### config.mk
export PLATFORM = sky130hd
export DESIGN_NAME = password_composition_checker_unit
export DESIGN_NICKNAME = d
export VERILOG_FILES = /design/src/design/pcc_pkg.sv /design/src/design/pcc_front.sv /design/src/design/pcc_fifo.sv /design/src/design/pcc_back.sv /design/src/design/password_composition_checker_unit.sv
export SDC_FILE = /design/constraint.sdc
export NUM_CORES = 1
export LEC_CHECK = 0
export BUFFER_PORTS_ARGS = -buffer_cell sky130_fd_sc_hd__buf_2
export CAP_MARGIN = 20
export CORE_MARGIN = 5
export CORE_UTILIZATION = 48
export CTS_BUF_LIST = sky130_fd_sc_hd__clkbuf_2 sky130_fd_sc_hd__clkbuf_4 sky130_fd_sc_hd__clkbuf_8
export CTS_CLUSTER_DIAMETER = 60
export DETAILED_ROUTE_END_ITERATION = 12
export PLACE_DENSITY = 0.69
export SKIP_LAST_GASP = 1
export SLEW_MARGIN = 20
export SYNTH_ARGS = -nofsm -noshare
export SYNTH_HDL_FRONTEND = slang
export SYNTH_SLANG_ARGS = --single-unit
### constraint.sdc
create_clock -name clk -period 8.9 [get_ports clk]
set_input_delay 1.335 -clock clk [delete_from_list [all_inputs] [get_ports clk]]
set_output_delay 1.335 -clock clk [all_outputs]
set_load 0.03 [all_outputs]
### src/design/pcc_pkg.sv
// Shared types, codes and helpers for the password composition checker.
// No dependencies; every other design file uses it through scoped names.
`default_nettype none

package pcc_pkg;

	// Bytes of one password that take part in the checks.
	localparam int SIG_CHARS = 256;
	localparam int SEEN_W    = $clog2(SIG_CHARS + 1);

	localparam int CNT_W  = 9;
	localparam int CFG_W  = 9;
	localparam int ADDR_W = 3;

	localparam int FIFO_DEPTH = 4;
	localparam int PTR_W      = $clog2(FIFO_DEPTH);
	localparam int FCNT_W     = $clog2(FIFO_DEPTH + 1);

	localparam logic [CNT_W-1:0] CNT_MAX = '1;

	typedef enum logic [ADDR_W-1:0] {
		CFG_MIN_ALPHA    = 3'd0,
		CFG_MIN_UPPER    = 3'd1,
		CFG_MIN_LOWER    = 3'd2,
		CFG_MIN_NONALPHA = 3'd3,
		CFG_MIN_SPECIAL  = 3'd4,
		CFG_MIN_DIGIT    = 3'd5,
		CFG_MAX_REPEAT   = 3'd6,
		CFG_WS_ALLOWED   = 3'd7
	} cfg_idx_t;

	typedef enum logic [3:0] {
		VERDICT_OK       = 4'd0,
		VERDICT_SPACE    = 4'd1,
		VERDICT_ALPHA    = 4'd2,
		VERDICT_NONALPHA = 4'd3,
		VERDICT_SPECIAL  = 4'd4,
		VERDICT_DIGIT    = 4'd5,
		VERDICT_UPPER    = 4'd6,
		VERDICT_LOWER    = 4'd7,
		VERDICT_REPEAT   = 4'd8
	} verdict_t;

	typedef enum logic [2:0] {
		CLS_UPPER   = 3'd0,
		CLS_LOWER   = 3'd1,
		CLS_SPACE   = 3'd2,
		CLS_DIGIT   = 3'd3,
		CLS_SPECIAL = 3'd4
	} cls_t;

	// One classified word handed from the front to the back.
	typedef struct packed {
		logic [7:0] char_byte;
		cls_t       cls;
		logic       first;
		logic       keep;
		logic       last;
	} item_t;

	typedef struct packed {
		logic [CFG_W-1:0] min_alpha;
		logic [CFG_W-1:0] min_upper;
		logic [CFG_W-1:0] min_lower;
		logic [CFG_W-1:0] min_nonalpha;
		logic [CFG_W-1:0] min_special;
		logic [CFG_W-1:0] min_digit;
		logic [CFG_W-1:0] max_repeat;
		logic             ws_allowed;
	} cfg_t;

	typedef struct packed {
		logic [CNT_W-1:0] upper;
		logic [CNT_W-1:0] lower;
		logic [CNT_W-1:0] space;
		logic [CNT_W-1:0] digit;
		logic [CNT_W-1:0] special;
		logic [CNT_W-1:0] run;
		logic [CNT_W-1:0] max_run;
		logic [7:0]       prev;
	} counts_t;

	// Register values after reset.
	localparam cfg_t CFG_RESET = '{
		min_alpha:    CFG_W'(2),
		min_upper:    '0,
		min_lower:    '0,
		min_nonalpha: CFG_W'(1),
		min_special:  '0,
		min_digit:    '0,
		max_repeat:   '0,
		ws_allowed:   1'b1
	};

	// Counters at the start of every password.
	localparam counts_t COUNTS_CLEAR = '{
		upper:   '0,
		lower:   '0,
		space:   '0,
		digit:   '0,
		special: '0,
		run:     CNT_W'(1),
		max_run: '0,
		prev:    '0
	};

	function automatic logic [CNT_W-1:0] sat_inc(input logic [CNT_W-1:0] v);
		sat_inc = (v == CNT_MAX) ? CNT_MAX : v + CNT_W'(1);
	endfunction

endpackage

`default_nettype wire

### src/design/pcc_front.sv
// Input side: accepts password bytes, classes them and tracks position.
// Uses pcc_pkg; feeds pcc_fifo.
`default_nettype none

module pcc_front (
	input  wire logic              clk,
	input  wire logic              arst_n,
	input  wire logic              s_tvalid,
	output logic                   s_tready,
	input  wire logic [7:0]        s_tdata,   // [7:0] char_byte
	input  wire logic              s_tlast,   // last_char
	input  wire logic              fifo_full,
	output logic                   push,
	output pcc_pkg::item_t         push_item
);

	logic [pcc_pkg::SEEN_W-1:0] seen_q;
	logic                       keep;
	pcc_pkg::cls_t              cls;

	assign s_tready = !fifo_full;
	assign push     = s_tvalid && s_tready;
	assign keep     = seen_q < pcc_pkg::SEEN_W'(pcc_pkg::SIG_CHARS);

	always_comb begin
		if (s_tdata inside {[8'h41:8'h5A]}) begin
			cls = pcc_pkg::CLS_UPPER;
		end else if (s_tdata inside {[8'h61:8'h7A]}) begin
			cls = pcc_pkg::CLS_LOWER;
		end else if (s_tdata inside {8'h20, [8'h09:8'h0D]}) begin
			cls = pcc_pkg::CLS_SPACE;
		end else if (s_tdata inside {[8'h30:8'h39]}) begin
			cls = pcc_pkg::CLS_DIGIT;
		end else begin
			cls = pcc_pkg::CLS_SPECIAL;
		end
	end

	always_comb begin
		push_item.char_byte = s_tdata;
		push_item.cls       = cls;
		push_item.first     = (seen_q == '0);
		push_item.keep      = keep;
		push_item.last      = s_tlast;
	end

	// Position within the password; stops at the significant length.
	always_ff @(posedge clk or negedge arst_n) begin
		if (!arst_n) begin
			seen_q <= '0;
		end else if (push) begin
			if (s_tlast) begin
				seen_q <= '0;
			end else if (keep) begin
				seen_q <= seen_q + pcc_pkg::SEEN_W'(1);
			end
		end
	end

endmodule

`default_nettype wire

### src/design/pcc_fifo.sv
// Short queue of classified words between front and back.
// Uses pcc_pkg for the item type and depth.
`default_nettype none

module pcc_fifo (
	input  wire logic           clk,
	input  wire logic           arst_n,
	input  wire logic           push,
	input  wire pcc_pkg::item_t push_item,
	input  wire logic           pop,
	output pcc_pkg::item_t      head,
	output logic                empty,
	output logic                full
);

	pcc_pkg::item_t               mem [pcc_pkg::FIFO_DEPTH];
	logic [pcc_pkg::PTR_W-1:0]    wr_ptr_q;
	logic [pcc_pkg::PTR_W-1:0]    rd_ptr_q;
	logic [pcc_pkg::FCNT_W-1:0]   cnt_q;

	assign empty = (cnt_q == '0);
	assign full  = (cnt_q == pcc_pkg::FCNT_W'(pcc_pkg::FIFO_DEPTH));
	assign head  = mem[rd_ptr_q];

	always_ff @(posedge clk) begin
		if (push) begin
			mem[wr_ptr_q] <= push_item;
		end
	end

	always_ff @(posedge clk or negedge arst_n) begin
		if (!arst_n) begin
			wr_ptr_q <= '0;
			rd_ptr_q <= '0;
			cnt_q    <= '0;
		end else begin
			if (push) begin
				wr_ptr_q <= wr_ptr_q + pcc_pkg::PTR_W'(1);
			end
			if (pop) begin
				rd_ptr_q <= rd_ptr_q + pcc_pkg::PTR_W'(1);
			end
			if (push && !pop) begin
				cnt_q <= cnt_q + pcc_pkg::FCNT_W'(1);
			end else if (pop && !push) begin
				cnt_q <= cnt_q - pcc_pkg::FCNT_W'(1);
			end
		end
	end

endmodule

`default_nettype wire

### src/design/pcc_back.sv
// Counting side: keeps class counts and repeat runs, judges each password
// and holds the verdict in an output register. Uses pcc_pkg.
`default_nettype none

module pcc_back (
	input  wire logic           clk,
	input  wire logic           arst_n,
	input  wire pcc_pkg::cfg_t  cfg,
	input  wire pcc_pkg::item_t head,
	input  wire logic           empty,
	output logic                pop,
	output logic                m_tvalid,
	input  wire logic           m_tready,
	output logic [15:0]         m_tdata    // [3:0] verdict, [4] passed, [13:5] longest_run
);

	pcc_pkg::counts_t cnt_q;
	pcc_pkg::counts_t nxt;
	pcc_pkg::verdict_t verdict;
	logic             out_valid_q;
	logic [3:0]       verdict_q;
	logic             passed_q;
	logic [8:0]       run_q;
	logic [9:0]       alpha_sum;
	logic [10:0]      nonalpha_sum;
	logic [9:0]       special_sum;

	// A non-final word never waits on the output register.
	assign pop      = !empty && (!head.last || !out_valid_q || m_tready);
	assign m_tvalid = out_valid_q;
	assign m_tdata  = {2'b00, run_q, passed_q, verdict_q};

	always_comb begin
		nxt = cnt_q;
		if (head.keep) begin
			case (head.cls)
				pcc_pkg::CLS_UPPER:   nxt.upper   = pcc_pkg::sat_inc(cnt_q.upper);
				pcc_pkg::CLS_LOWER:   nxt.lower   = pcc_pkg::sat_inc(cnt_q.lower);
				pcc_pkg::CLS_SPACE:   nxt.space   = pcc_pkg::sat_inc(cnt_q.space);
				pcc_pkg::CLS_DIGIT:   nxt.digit   = pcc_pkg::sat_inc(cnt_q.digit);
				default:              nxt.special = pcc_pkg::sat_inc(cnt_q.special);
			endcase
			if (!head.first && head.char_byte == cnt_q.prev) begin
				nxt.run = pcc_pkg::sat_inc(cnt_q.run);
				if (nxt.run > cnt_q.max_run) begin
					nxt.max_run = nxt.run;
				end
			end else begin
				nxt.run = pcc_pkg::CNT_W'(1);
			end
			nxt.prev = head.char_byte;
		end
	end

	always_comb begin
		alpha_sum    = {1'b0, nxt.upper} + {1'b0, nxt.lower};
		special_sum  = {1'b0, nxt.special} + {1'b0, nxt.space};
		nonalpha_sum = {1'b0, special_sum} + {2'b00, nxt.digit};
		if (nxt.space != '0 && !cfg.ws_allowed) begin
			verdict = pcc_pkg::VERDICT_SPACE;
		end else if (alpha_sum < {1'b0, cfg.min_alpha}) begin
			verdict = pcc_pkg::VERDICT_ALPHA;
		end else if (cfg.min_nonalpha != '0
				&& nonalpha_sum < {2'b00, cfg.min_nonalpha}) begin
			verdict = pcc_pkg::VERDICT_NONALPHA;
		end else if (cfg.min_nonalpha == '0
				&& special_sum < {1'b0, cfg.min_special}) begin
			verdict = pcc_pkg::VERDICT_SPECIAL;
		end else if (cfg.min_nonalpha == '0 && nxt.digit < cfg.min_digit) begin
			verdict = pcc_pkg::VERDICT_DIGIT;
		end else if (nxt.upper < cfg.min_upper) begin
			verdict = pcc_pkg::VERDICT_UPPER;
		end else if (nxt.lower < cfg.min_lower) begin
			verdict = pcc_pkg::VERDICT_LOWER;
		end else if (cfg.max_repeat != '0 && nxt.max_run > cfg.max_repeat) begin
			verdict = pcc_pkg::VERDICT_REPEAT;
		end else begin
			verdict = pcc_pkg::VERDICT_OK;
		end
	end

	always_ff @(posedge clk or negedge arst_n) begin
		if (!arst_n) begin
			cnt_q <= pcc_pkg::COUNTS_CLEAR;
		end else if (pop) begin
			if (head.last) begin
				cnt_q <= pcc_pkg::COUNTS_CLEAR;
			end else begin
				cnt_q <= nxt;
			end
		end
	end

	always_ff @(posedge clk or negedge arst_n) begin
		if (!arst_n) begin
			out_valid_q <= 1'b0;
		end else if (pop && head.last) begin
			out_valid_q <= 1'b1;
		end else if (m_tready) begin
			out_valid_q <= 1'b0;
		end
	end

	always_ff @(posedge clk) begin
		if (pop && head.last) begin
			verdict_q <= verdict;
			passed_q  <= (verdict == pcc_pkg::VERDICT_OK);
			run_q     <= nxt.max_run;
		end
	end

endmodule

`default_nettype wire

### src/design/password_composition_checker_unit.sv
// Password composition checker, top level.
// Channels: s_* takes one password byte per word in s_tdata[7:0], with
// s_tlast on the final byte. m_* gives one verdict word per password:
// verdict in [3:0], passed in [4], longest run of equal bytes in [13:5].
// Only the first 256 bytes of a password are counted; s_tlast still ends it.
// Config: cfg_we writes cfg_wdata into register cfg_addr (min_alpha,
// min_upper, min_lower, min_nonalpha, min_special, min_digit, max_repeat,
// whitespace_allowed, indexes 0 to 7); the user must write only while the
// block is idle, which the block itself does not enforce. Throughput: one
// byte per cycle unless the output stalls. The front classes a byte in the
// cycle it is accepted and pushes it into a four-entry queue; the back
// pops one word per cycle, a final word only once the output register is
// free, counts it, and on a final byte judges the password and loads the
// output register, which drives m_tvalid. Stall: while m_tready is low
// the verdict holds; the back keeps counting the next password until its
// final byte, then the queue fills and s_tready drops. Reset clears
// counters, queue and output valid and loads the register defaults; no
// clearing pass is needed. Uses pcc_pkg, pcc_front, pcc_fifo and pcc_back.
`default_nettype none

module password_composition_checker_unit (
	input  wire logic        clk,
	input  wire logic        arst_n,
	input  wire logic        s_tvalid,
	output logic             s_tready,
	input  wire logic [7:0]  s_tdata,    // [7:0] char_byte
	input  wire logic        s_tlast,    // last_char
	output logic             m_tvalid,
	input  wire logic        m_tready,
	output logic [15:0]      m_tdata,    // [3:0] verdict, [4] passed, [13:5] longest_run
	input  wire logic        cfg_we,
	input  wire logic [2:0]  cfg_addr,
	input  wire logic [8:0]  cfg_wdata
);

	pcc_pkg::cfg_t  cfg_q;
	pcc_pkg::item_t push_item;
	pcc_pkg::item_t head;
	logic           push;
	logic           pop;
	logic           empty;
	logic           full;

	always_ff @(posedge clk or negedge arst_n) begin
		if (!arst_n) begin
			cfg_q <= pcc_pkg::CFG_RESET;
		end else if (cfg_we) begin
			case (pcc_pkg::cfg_idx_t'(cfg_addr))
				pcc_pkg::CFG_MIN_ALPHA:    cfg_q.min_alpha    <= cfg_wdata;
				pcc_pkg::CFG_MIN_UPPER:    cfg_q.min_upper    <= cfg_wdata;
				pcc_pkg::CFG_MIN_LOWER:    cfg_q.min_lower    <= cfg_wdata;
				pcc_pkg::CFG_MIN_NONALPHA: cfg_q.min_nonalpha <= cfg_wdata;
				pcc_pkg::CFG_MIN_SPECIAL:  cfg_q.min_special  <= cfg_wdata;
				pcc_pkg::CFG_MIN_DIGIT:    cfg_q.min_digit    <= cfg_wdata;
				pcc_pkg::CFG_MAX_REPEAT:   cfg_q.max_repeat   <= cfg_wdata;
				pcc_pkg::CFG_WS_ALLOWED:   cfg_q.ws_allowed   <= cfg_wdata[0];
				default: ;
			endcase
		end
	end

	pcc_front u_front (
		.clk       (clk),
		.arst_n    (arst_n),
		.s_tvalid  (s_tvalid),
		.s_tready  (s_tready),
		.s_tdata   (s_tdata),
		.s_tlast   (s_tlast),
		.fifo_full (full),
		.push      (push),
		.push_item (push_item)
	);

	pcc_fifo u_fifo (
		.clk       (clk),
		.arst_n    (arst_n),
		.push      (push),
		.push_item (push_item),
		.pop       (pop),
		.head      (head),
		.empty     (empty),
		.full      (full)
	);

	pcc_back u_back (
		.clk      (clk),
		.arst_n   (arst_n),
		.cfg      (cfg_q),
		.head     (head),
		.empty    (empty),
		.pop      (pop),
		.m_tvalid (m_tvalid),
		.m_tready (m_tready),
		.m_tdata  (m_tdata)
	);

	// A run of one is never reported: the run is zero or at least two.
	a_run_not_one: assert property (@(posedge clk) disable iff (!arst_n)
		m_tvalid |-> m_tdata[13:5] != 9'd1)
		else $error("longest run of one reported");

	// A repeat failure needs a run longer than the nonzero limit.
	a_repeat_run: assert property (@(posedge clk) disable iff (!arst_n)
		m_tvalid && m_tdata[3:0] == pcc_pkg::VERDICT_REPEAT
		|-> m_tdata[13:5] > cfg_q.max_repeat && cfg_q.max_repeat != '0)
		else $error("repeat verdict without a long run");

	// Passed agrees with the verdict code.
	a_passed: assert property (@(posedge clk) disable iff (!arst_n)
		m_tvalid |-> m_tdata[4] == (m_tdata[3:0] == pcc_pkg::VERDICT_OK))
		else $error("passed flag disagrees with verdict");

	// Nothing reaches the output while the queue and output are empty.
	a_no_spurious: assert property (@(posedge clk) disable iff (!arst_n)
		!m_tvalid && empty |=> !m_tvalid)
		else $error("verdict without a queued word");

endmodule

`default_nettype wire
After elaboration in Yosys (flattened, before gate mapping)
Memories as Yosys holds them, arrays and structs flattened.
Cells that the tools add are included.
{"block": "word_totals", "reg_bits": 166, "latch_bits": 0, "ramBits": 56, "romBits": 0, "output_inout_bits": 18, "n_memories": 1}
{"block": "op_classes", "add_sub_neg": 14, "mul": 0, "n_div": 0, "n_lt_le_gt_ge": 17, "n_eq_ne": 19, "shifts": 0, "n_mux": 36, "n_bitwise": 0, "n_reduce_logical": 50}
{"memory": "u_fifo.mem", "words": 4, "word_bits": 14, "rd": 1, "rd_clocked_by_memory_dff": 0, "write_ports": 1, "line": "pcc_fifo.sv:16", "rtl": "pcc_pkg::item_t mem [pcc_pkg::FIFO_DEPTH];"}
{"op": "$mux 9", "n": 16}
{"op": "$mux 71", "n": 2}
{"op": "$add 9x1->9 const B", "n": 7}
{"op": "$eq 9x9->1 const B", "n": 6}
{"op": "$mux 4", "n": 8}
{"op": "$lt 9x9->1", "n": 3}
{"op": "$reduce_bool 9->1", "n": 3}
{"op": "$add 9x9->10", "n": 2}
{"op": "$lt 10x9->1", "n": 2}
{"op": "$reduce_and 2->1", "n": 10}
{"op": "$gt 9x9->1", "n": 2}
{"op": "$logic_not 9->1", "n": 2}
{"op": "$mux 3", "n": 6}
{"op": "$ge 8x7->1 const B", "n": 2}
{"op": "$le 8x7->1 const B", "n": 2}
{"op": "$eq 3x3->1 const B", "n": 5}
{"op": "$logic_and 1x1->1", "n": 15}
{"op": "$eq 3x2->1 const B", "n": 4}
{"op": "$add 10x9->11", "n": 1}
{"op": "$lt 11x9->1", "n": 1}
{"op": "$reduce_bool 2->1", "n": 5}
{"op": "$logic_not 3->1", "n": 3}
{"op": "$lt 9x9->1 const B", "n": 1}
{"op": "$eq 8x6->1 const B", "n": 1}
{"op": "other kinds (14)", "n": 27}

Logic depth before layout (Yosys ltp)
{"block": "logic_depth", "word_depth": 17, "mapped_depth": 29, "mapped_depth_nobuf": 28}

Cells and area by module
A second synthesis with hierarchy kept.
{"block": "hier_totals", "cells_unflattened": 1210, "area_unflattened_um2": 13247.7}
{"mod": "pcc_back", "n_inst": 1, "cells_per_inst": 872, "area_each_um2": 7611.0, "seq_area_each_um2": 2223.4}
{"mod": "password_composition_checker_unit", "n_inst": 1, "cells_per_inst": 143, "area_each_um2": 2456.1, "seq_area_each_um2": 1605.3}
{"mod": "pcc_fifo", "n_inst": 1, "cells_per_inst": 107, "area_each_um2": 2446.1, "seq_area_each_um2": 1856.8}
{"mod": "pcc_front", "n_inst": 1, "cells_per_inst": 88, "area_each_um2": 734.5, "seq_area_each_um2": 225.2}

Worst setup path after synthesis
Ideal clock, no wire load.
{"block": "synth_path", "path_type": "reg-to-reg", "from": "reg u_fifo.rd_ptr_q[0] in the netlist's numbering", "to": "reg u_back.verdict_q[0] (data pin)", "setup_time_ns": 0.264, "t_arrival_ns": 5.088, "setup_slack_ns": 3.548, "stages_incl_launch_ff": 27, "n_path_buf": 3, "path_cell_list": "dfrtp_1 -> buf_6 -> buf_12 -> mux4_2 -> and4bb_4 -> buf_6 -> mux2_2 -> ha_1 -> inv_1 -> fa_1 -> nor2b_1 -> o21ai_0 -> nand2_1 -> xor2_1 -> ha_1 -> nand3_1 -> o211ai_1 -> o41ai_1 -> xnor2_1 -> ha_1 -> nand3_1 -> a2111oi_0 -> nor3_1 -> inv_1 -> nor2_1 -> o311ai_0 -> nand2b_1"}
{"block": "synth_between", "elab_chain_len": 12, "word_cells_on_any_way": 33}
{"element": "start: declaration", "line": "pcc_fifo.sv:18", "rtl": "logic [pcc_pkg::PTR_W-1:0] rd_ptr_q;"}
{"element": "start signal: assignment", "line": "pcc_fifo.sv:41", "rtl": "rd_ptr_q <= rd_ptr_q + pcc_pkg::PTR_W'(1);"}
{"element": "$mem_v2 4x14 *"}
{"element": "$eq 3x1->1 (tied with other cells)", "line": "pcc_back.sv:36", "rtl": "case (head.cls)"}
{"element": "$reduce_or 4->1 (no line) or $mux 9 (tied branches)"}
{"element": "$mux 9 or $mux 71 (tied branches)", "line": "pcc_back.sv:36, pcc_back.sv:35"}
{"element": "$mux 71 *", "line": "pcc_back.sv:35", "rtl": "if (head.keep) begin"}
{"element": "$add 9x9->10 or $mux 4 (tied branches)", "line": "pcc_back.sv:57, pcc_back.sv:73"}
{"element": "$add 10x9->11 (tied with other cells)", "line": "pcc_back.sv:58", "rtl": "nonalpha_sum = {1'b0, special_sum} + {2'b00, nxt.digit};"}
{"element": "$lt 11x9->1 (tied with other cells)", "line": "pcc_back.sv:64", "rtl": "&& nonalpha_sum < {2'b00, cfg.min_nonalpha}) begin"}
{"element": "$logic_and 1x1->1 or $mux 4 (tied branches)", "line": "pcc_back.sv:64, pcc_back.sv:66"}
{"element": "$mux 4", "line": "pcc_back.sv:63", "rtl": "end else if (cfg.min_nonalpha != '0"}
{"element": "$mux 4", "line": "pcc_back.sv:61", "rtl": "end else if (alpha_sum < {1'b0, cfg.min_alpha}) begin"}
{"element": "$mux 4 *", "line": "pcc_back.sv:59", "rtl": "if (nxt.space != '0 && !cfg.ws_allowed) begin"}
{"element": "named net u_back.verdict[0]", "line": "pcc_back.sv:19", "rtl": "pcc_pkg::verdict_t verdict;"}
{"element": "end signal: assignment", "line": "pcc_back.sv:106", "rtl": "verdict_q <= verdict;"}
{"element": "end: declaration", "line": "pcc_back.sv:21", "rtl": "logic [3:0] verdict_q;"}
The timed path passes the listed nets; every way through them passes the cells marked *. The select of a mux whose other input is x is not followed.
A chain may end at the register's enable or synchronous reset.

Worst setup path after layout
Ends and elaborated chain as after synthesis.

==> impl_summary.log <==
[metrics] PortBufs: just over 40
[metrics] Die W: 173 um
[metrics] part of the Yosys area used for sequential elements: 46.1%
[metrics] commonest cells after routing, fill and taps aside: sky130_fd_sc_hd__dfrtp_1 (148), sky130_fd_sc_hd__nand2_1 (111), sky130_fd_sc_hd__ha_1 (106), sky130_fd_sc_hd__inv_1 (102), sky130_fd_sc_hd__o21ai_0 (71)
[metrics] Post-synth top flop: sky130_fd_sc_hd__dfrtp_1
[metrics] type of the worst setup path: register to register
[metrics] Final Skew: 0.0207 ns
[metrics] count of max-cap constraint violations: 0
[metrics] number of top-level pins: 44
[metrics] PwrDens: ~270 nW/um^2
[metrics] share of flip-flops with an asynchronous set or reset after synthesis: 68.5%
[metrics] routed length on met3: 1160 um
[metrics] post-route fraction of the period consumed by the critical path: 72.9%
[metrics] min setup slack post-route: 2.41 ns
[metrics] kind of path behind the tightest hold check: register to register
[metrics] average via count per standard cell: 5.79
[metrics] highest layer used for signal routing: met4
[metrics] area growth from synthesis to layout: 11.6%
[metrics] TNS Setup: 0 ns
[metrics] max-slew violations: 0
[metrics] fraction of final layout cells sized beyond drive strength 1: 15.4%
[metrics] Yosys top cell area share: 28.9%
[metrics] post-DR wirelength/cell: about 18 um
[metrics] post-layout min period: 6.49 ns
[metrics] highest attainable clock frequency: 154 MHz
[metrics] number of enable flip-flop cells after synthesis: 70
[metrics] number of setup violations in the final report: 0
[metrics] insertion delay of the later-clocked pin in the worst-skew pair: 0.55 ns
[metrics] number of antenna violations at the first check in global routing: 0
[metrics] slew of the pin with the lowest slew margin: 0.965 ns
[metrics] pin count of the biggest net entering global routing: 81
[metrics] worst vdd ir: ~0.17 mV
[metrics] unrepaired setup endpoints after global routing: false
[metrics] cell class contributing the biggest share of worst-path delay: simple AND/OR/NAND/NOR gates
[metrics] Die Area: around 30000 um^2
[metrics] number of CTS-inserted buffers: 41
[metrics] Mapped Cells: 1193
[metrics] First DRT Iteration DRCs: around 600
[metrics] type of element capturing the critical path: register
[metrics] buffers inserted by post-CTS timing repair: 0
[metrics] area of the core region: 26200 um^2
[metrics] post-route cell area: 14300 um^2
[metrics] Clock H-tree levels: 2
[metrics] met1 wire length: 13000 um
[metrics] drt first pass iters: 5
[metrics] required time of the worst setup path: ~9.2 ns
[metrics] number of failing hold endpoints at the final stage: 0
[metrics] crit-path most repeated cell: sky130_fd_sc_hd__ha_1
[metrics] post-cts resize count: 0
[metrics] Unique masters post-synth: 85
[metrics] static leakage: between 6 and 7 nW
[metrics] total length of routed wires: 28700 um
[metrics] # nets final: 1385
[metrics] met2 wire length: 13600 um
[metrics] cell taking the most area after synthesis: sky130_fd_sc_hd__dfrtp_1
[metrics] outcome: completed
[metrics] top cells by area, synth: sky130_fd_sc_hd__dfrtp_1 (29%), sky130_fd_sc_hd__edfxtp_1 (16%), sky130_fd_sc_hd__ha_1 (10%), sky130_fd_sc_hd__a22o_1 (4.0%), sky130_fd_sc_hd__mux2_2 (3.3%)
[metrics] total number of clock tree sinks: roughly 220
[metrics] number of synthesis warnings: 0
[metrics] clk slew on worst S/H paths: 0.06 ns
[metrics] Final Wtd Congestion: 0.858
[metrics] TritonCTS clock tree: done
[metrics] critical-path cell with the highest stage delay: sky130_fd_sc_hd__dfrtp_1
[metrics] Critical Path Fanout Max: 16
[metrics] vias in the first global route: 9390
[metrics] grt total ovfl: 0
[metrics] worst stage delay on the critical path: 0.89 ns
[metrics] Post-Place Worst Slack: 2.51 ns
[metrics] Slew headroom: between 30% and 40%
[metrics] Critical Path Source Type: register
[metrics] endpoint arrival time on the critical path: 6.76 ns
[metrics] initial core utilization: roughly half
[metrics] Post-route DRC: 0
[metrics] clock root buffer master: sky130_fd_sc_hd__clkbuf_8
[metrics] Bufs on Longest Clock Path: 3
[metrics] combined global-route utilization of all metal layers: 19.1%
[metrics] synthesized area divided by synthesized cell count: 10.7 um^2
[metrics] cell area after placement: 13300 um^2
[metrics] most common library cell in the layout ignoring fill and taps: sky130_fd_sc_hd__dfrtp_1
[metrics] cell area after synthesis: ~13000 um^2
[metrics] first-pass GRT wire length: about 48000 um
[metrics] WP buf/inv: 2
[metrics] post-synthesis sequential element count: about 220
[metrics] die span in y: 173 um
[metrics] routed vias: 9370
[metrics] # hold bufs at CTS: 0
[metrics] # rows: just under 60
[metrics] Antenna Violating Nets Remaining: 0
[metrics] HPWL after DPL: between 15000 and 20000 um
[kinds of logic after synthesis]
group	count (synthesis)	share of synthesized area, %
AND/OR/NAND/NOR	317	12.6
AO/OA/AOI/OAI	292	15.6
multiplexers	55	6.31
adder cells (fa/ha/maj)	110	11.0
flip-flops	222	46.1
XOR/XNOR	55	3.76
buffers and inverters	141	4.60
other	1	0.0293
[worst paths after layout]
kind | start | endpoint | slack [ns] | cells past startpoint
setup / recovery | u_fifo.rd_ptr_q[0] | u_back.verdict_q[0] | 2.41 | 26
hold / removal | u_fifo.cnt_q[2] | u_fifo.cnt_q[2] | 0.49 | 1
setup reg to reg | u_fifo.rd_ptr_q[0] | u_back.verdict_q[0] | 2.41 | 26
hold reg to reg | u_fifo.cnt_q[2] | u_fifo.cnt_q[2] | 0.49 | 1
max in group asynchronous | arst_n | cfg_q[6] | 6.58 | 2
min in group asynchronous | arst_n | cfg_q[57] | 0.83 | 1
[state kept, by name, indices dropped and copies added, names as in the netlist]
signal            cells
u_back.m_tvalid       1
u_fifo.wr_ptr_q       2
u_back.run_q          9
cfg_q                64
u_fifo.rd_ptr_q       2
u_fifo.cnt_q          3
u_fifo.mem           56
u_back.cnt_q         71
u_back.passed_q       1
u_back.verdict_q      4
u_front.seen_q        9
[routing by layer]
layer | global-route usage [%] | vias up
li1 | - | 4483
met1 | 26.0 | 4622
met2 | 31.3 | 197
met3 | 3.10 | 68
met4 | 6.75 | 0
met5 | 0 | -
[area by class of cell]
cell class	count	area [um^2]
Tap cell	335	419
Fill cell	2226	11900
Inverter	102	383
Timing Repair Buffer	51	287
Antenna cell	1	2.50
Multi-Input combinational cell	831	6320
Clock buffer	55	707
Sequential cell	222	5910
Clock inverter	21	277
[cell usage after synthesis, types with 30 or more instances]
cell type	n
sky130_fd_sc_hd__dfrtp_1	148
sky130_fd_sc_hd__nand2_1	111
sky130_fd_sc_hd__ha_1	106
sky130_fd_sc_hd__inv_1	102
sky130_fd_sc_hd__o21ai_0	71
sky130_fd_sc_hd__edfxtp_1	70
sky130_fd_sc_hd__a21oi_1	63
sky130_fd_sc_hd__a22o_1	59
sky130_fd_sc_hd__nor2_1	53
sky130_fd_sc_hd__mux2_2	38
sky130_fd_sc_hd__nand3_1	35
sky130_fd_sc_hd__xnor2_1	30
[stage by stage]
| stage | hold slack [ns] | power [W] | util [%] | cells |
|---|---|---|---|---|
| 2_1_floorplan | 0.464 | 0.00242 | - | 1194 |
| 3_3_place_gp | 0.481 | 0.00274 | 50.8 | 1541 |
| 3_5_place_dp | 0.489 | 0.00280 | 50.8 | 1541 |
| 4_1_cts | 0.495 | 0.00396 | 54.6 | 1617 |
| 5_1_grt | 0.516 | 0.00419 | 54.6 | 1617 |
| 6_report | 0.492 | 0.00392 | 54.6 | 1618 |
[power by group]
part	internal [W]	total, W	leakage [nW]	switching, W
combinational	0.000515	0.00134	3.51	0.000829
sequential	0.00128	0.00142	2.60	0.000136
clock	0.000722	0.00116	0.504	0.000435
(Power assumes the default switching activity.)
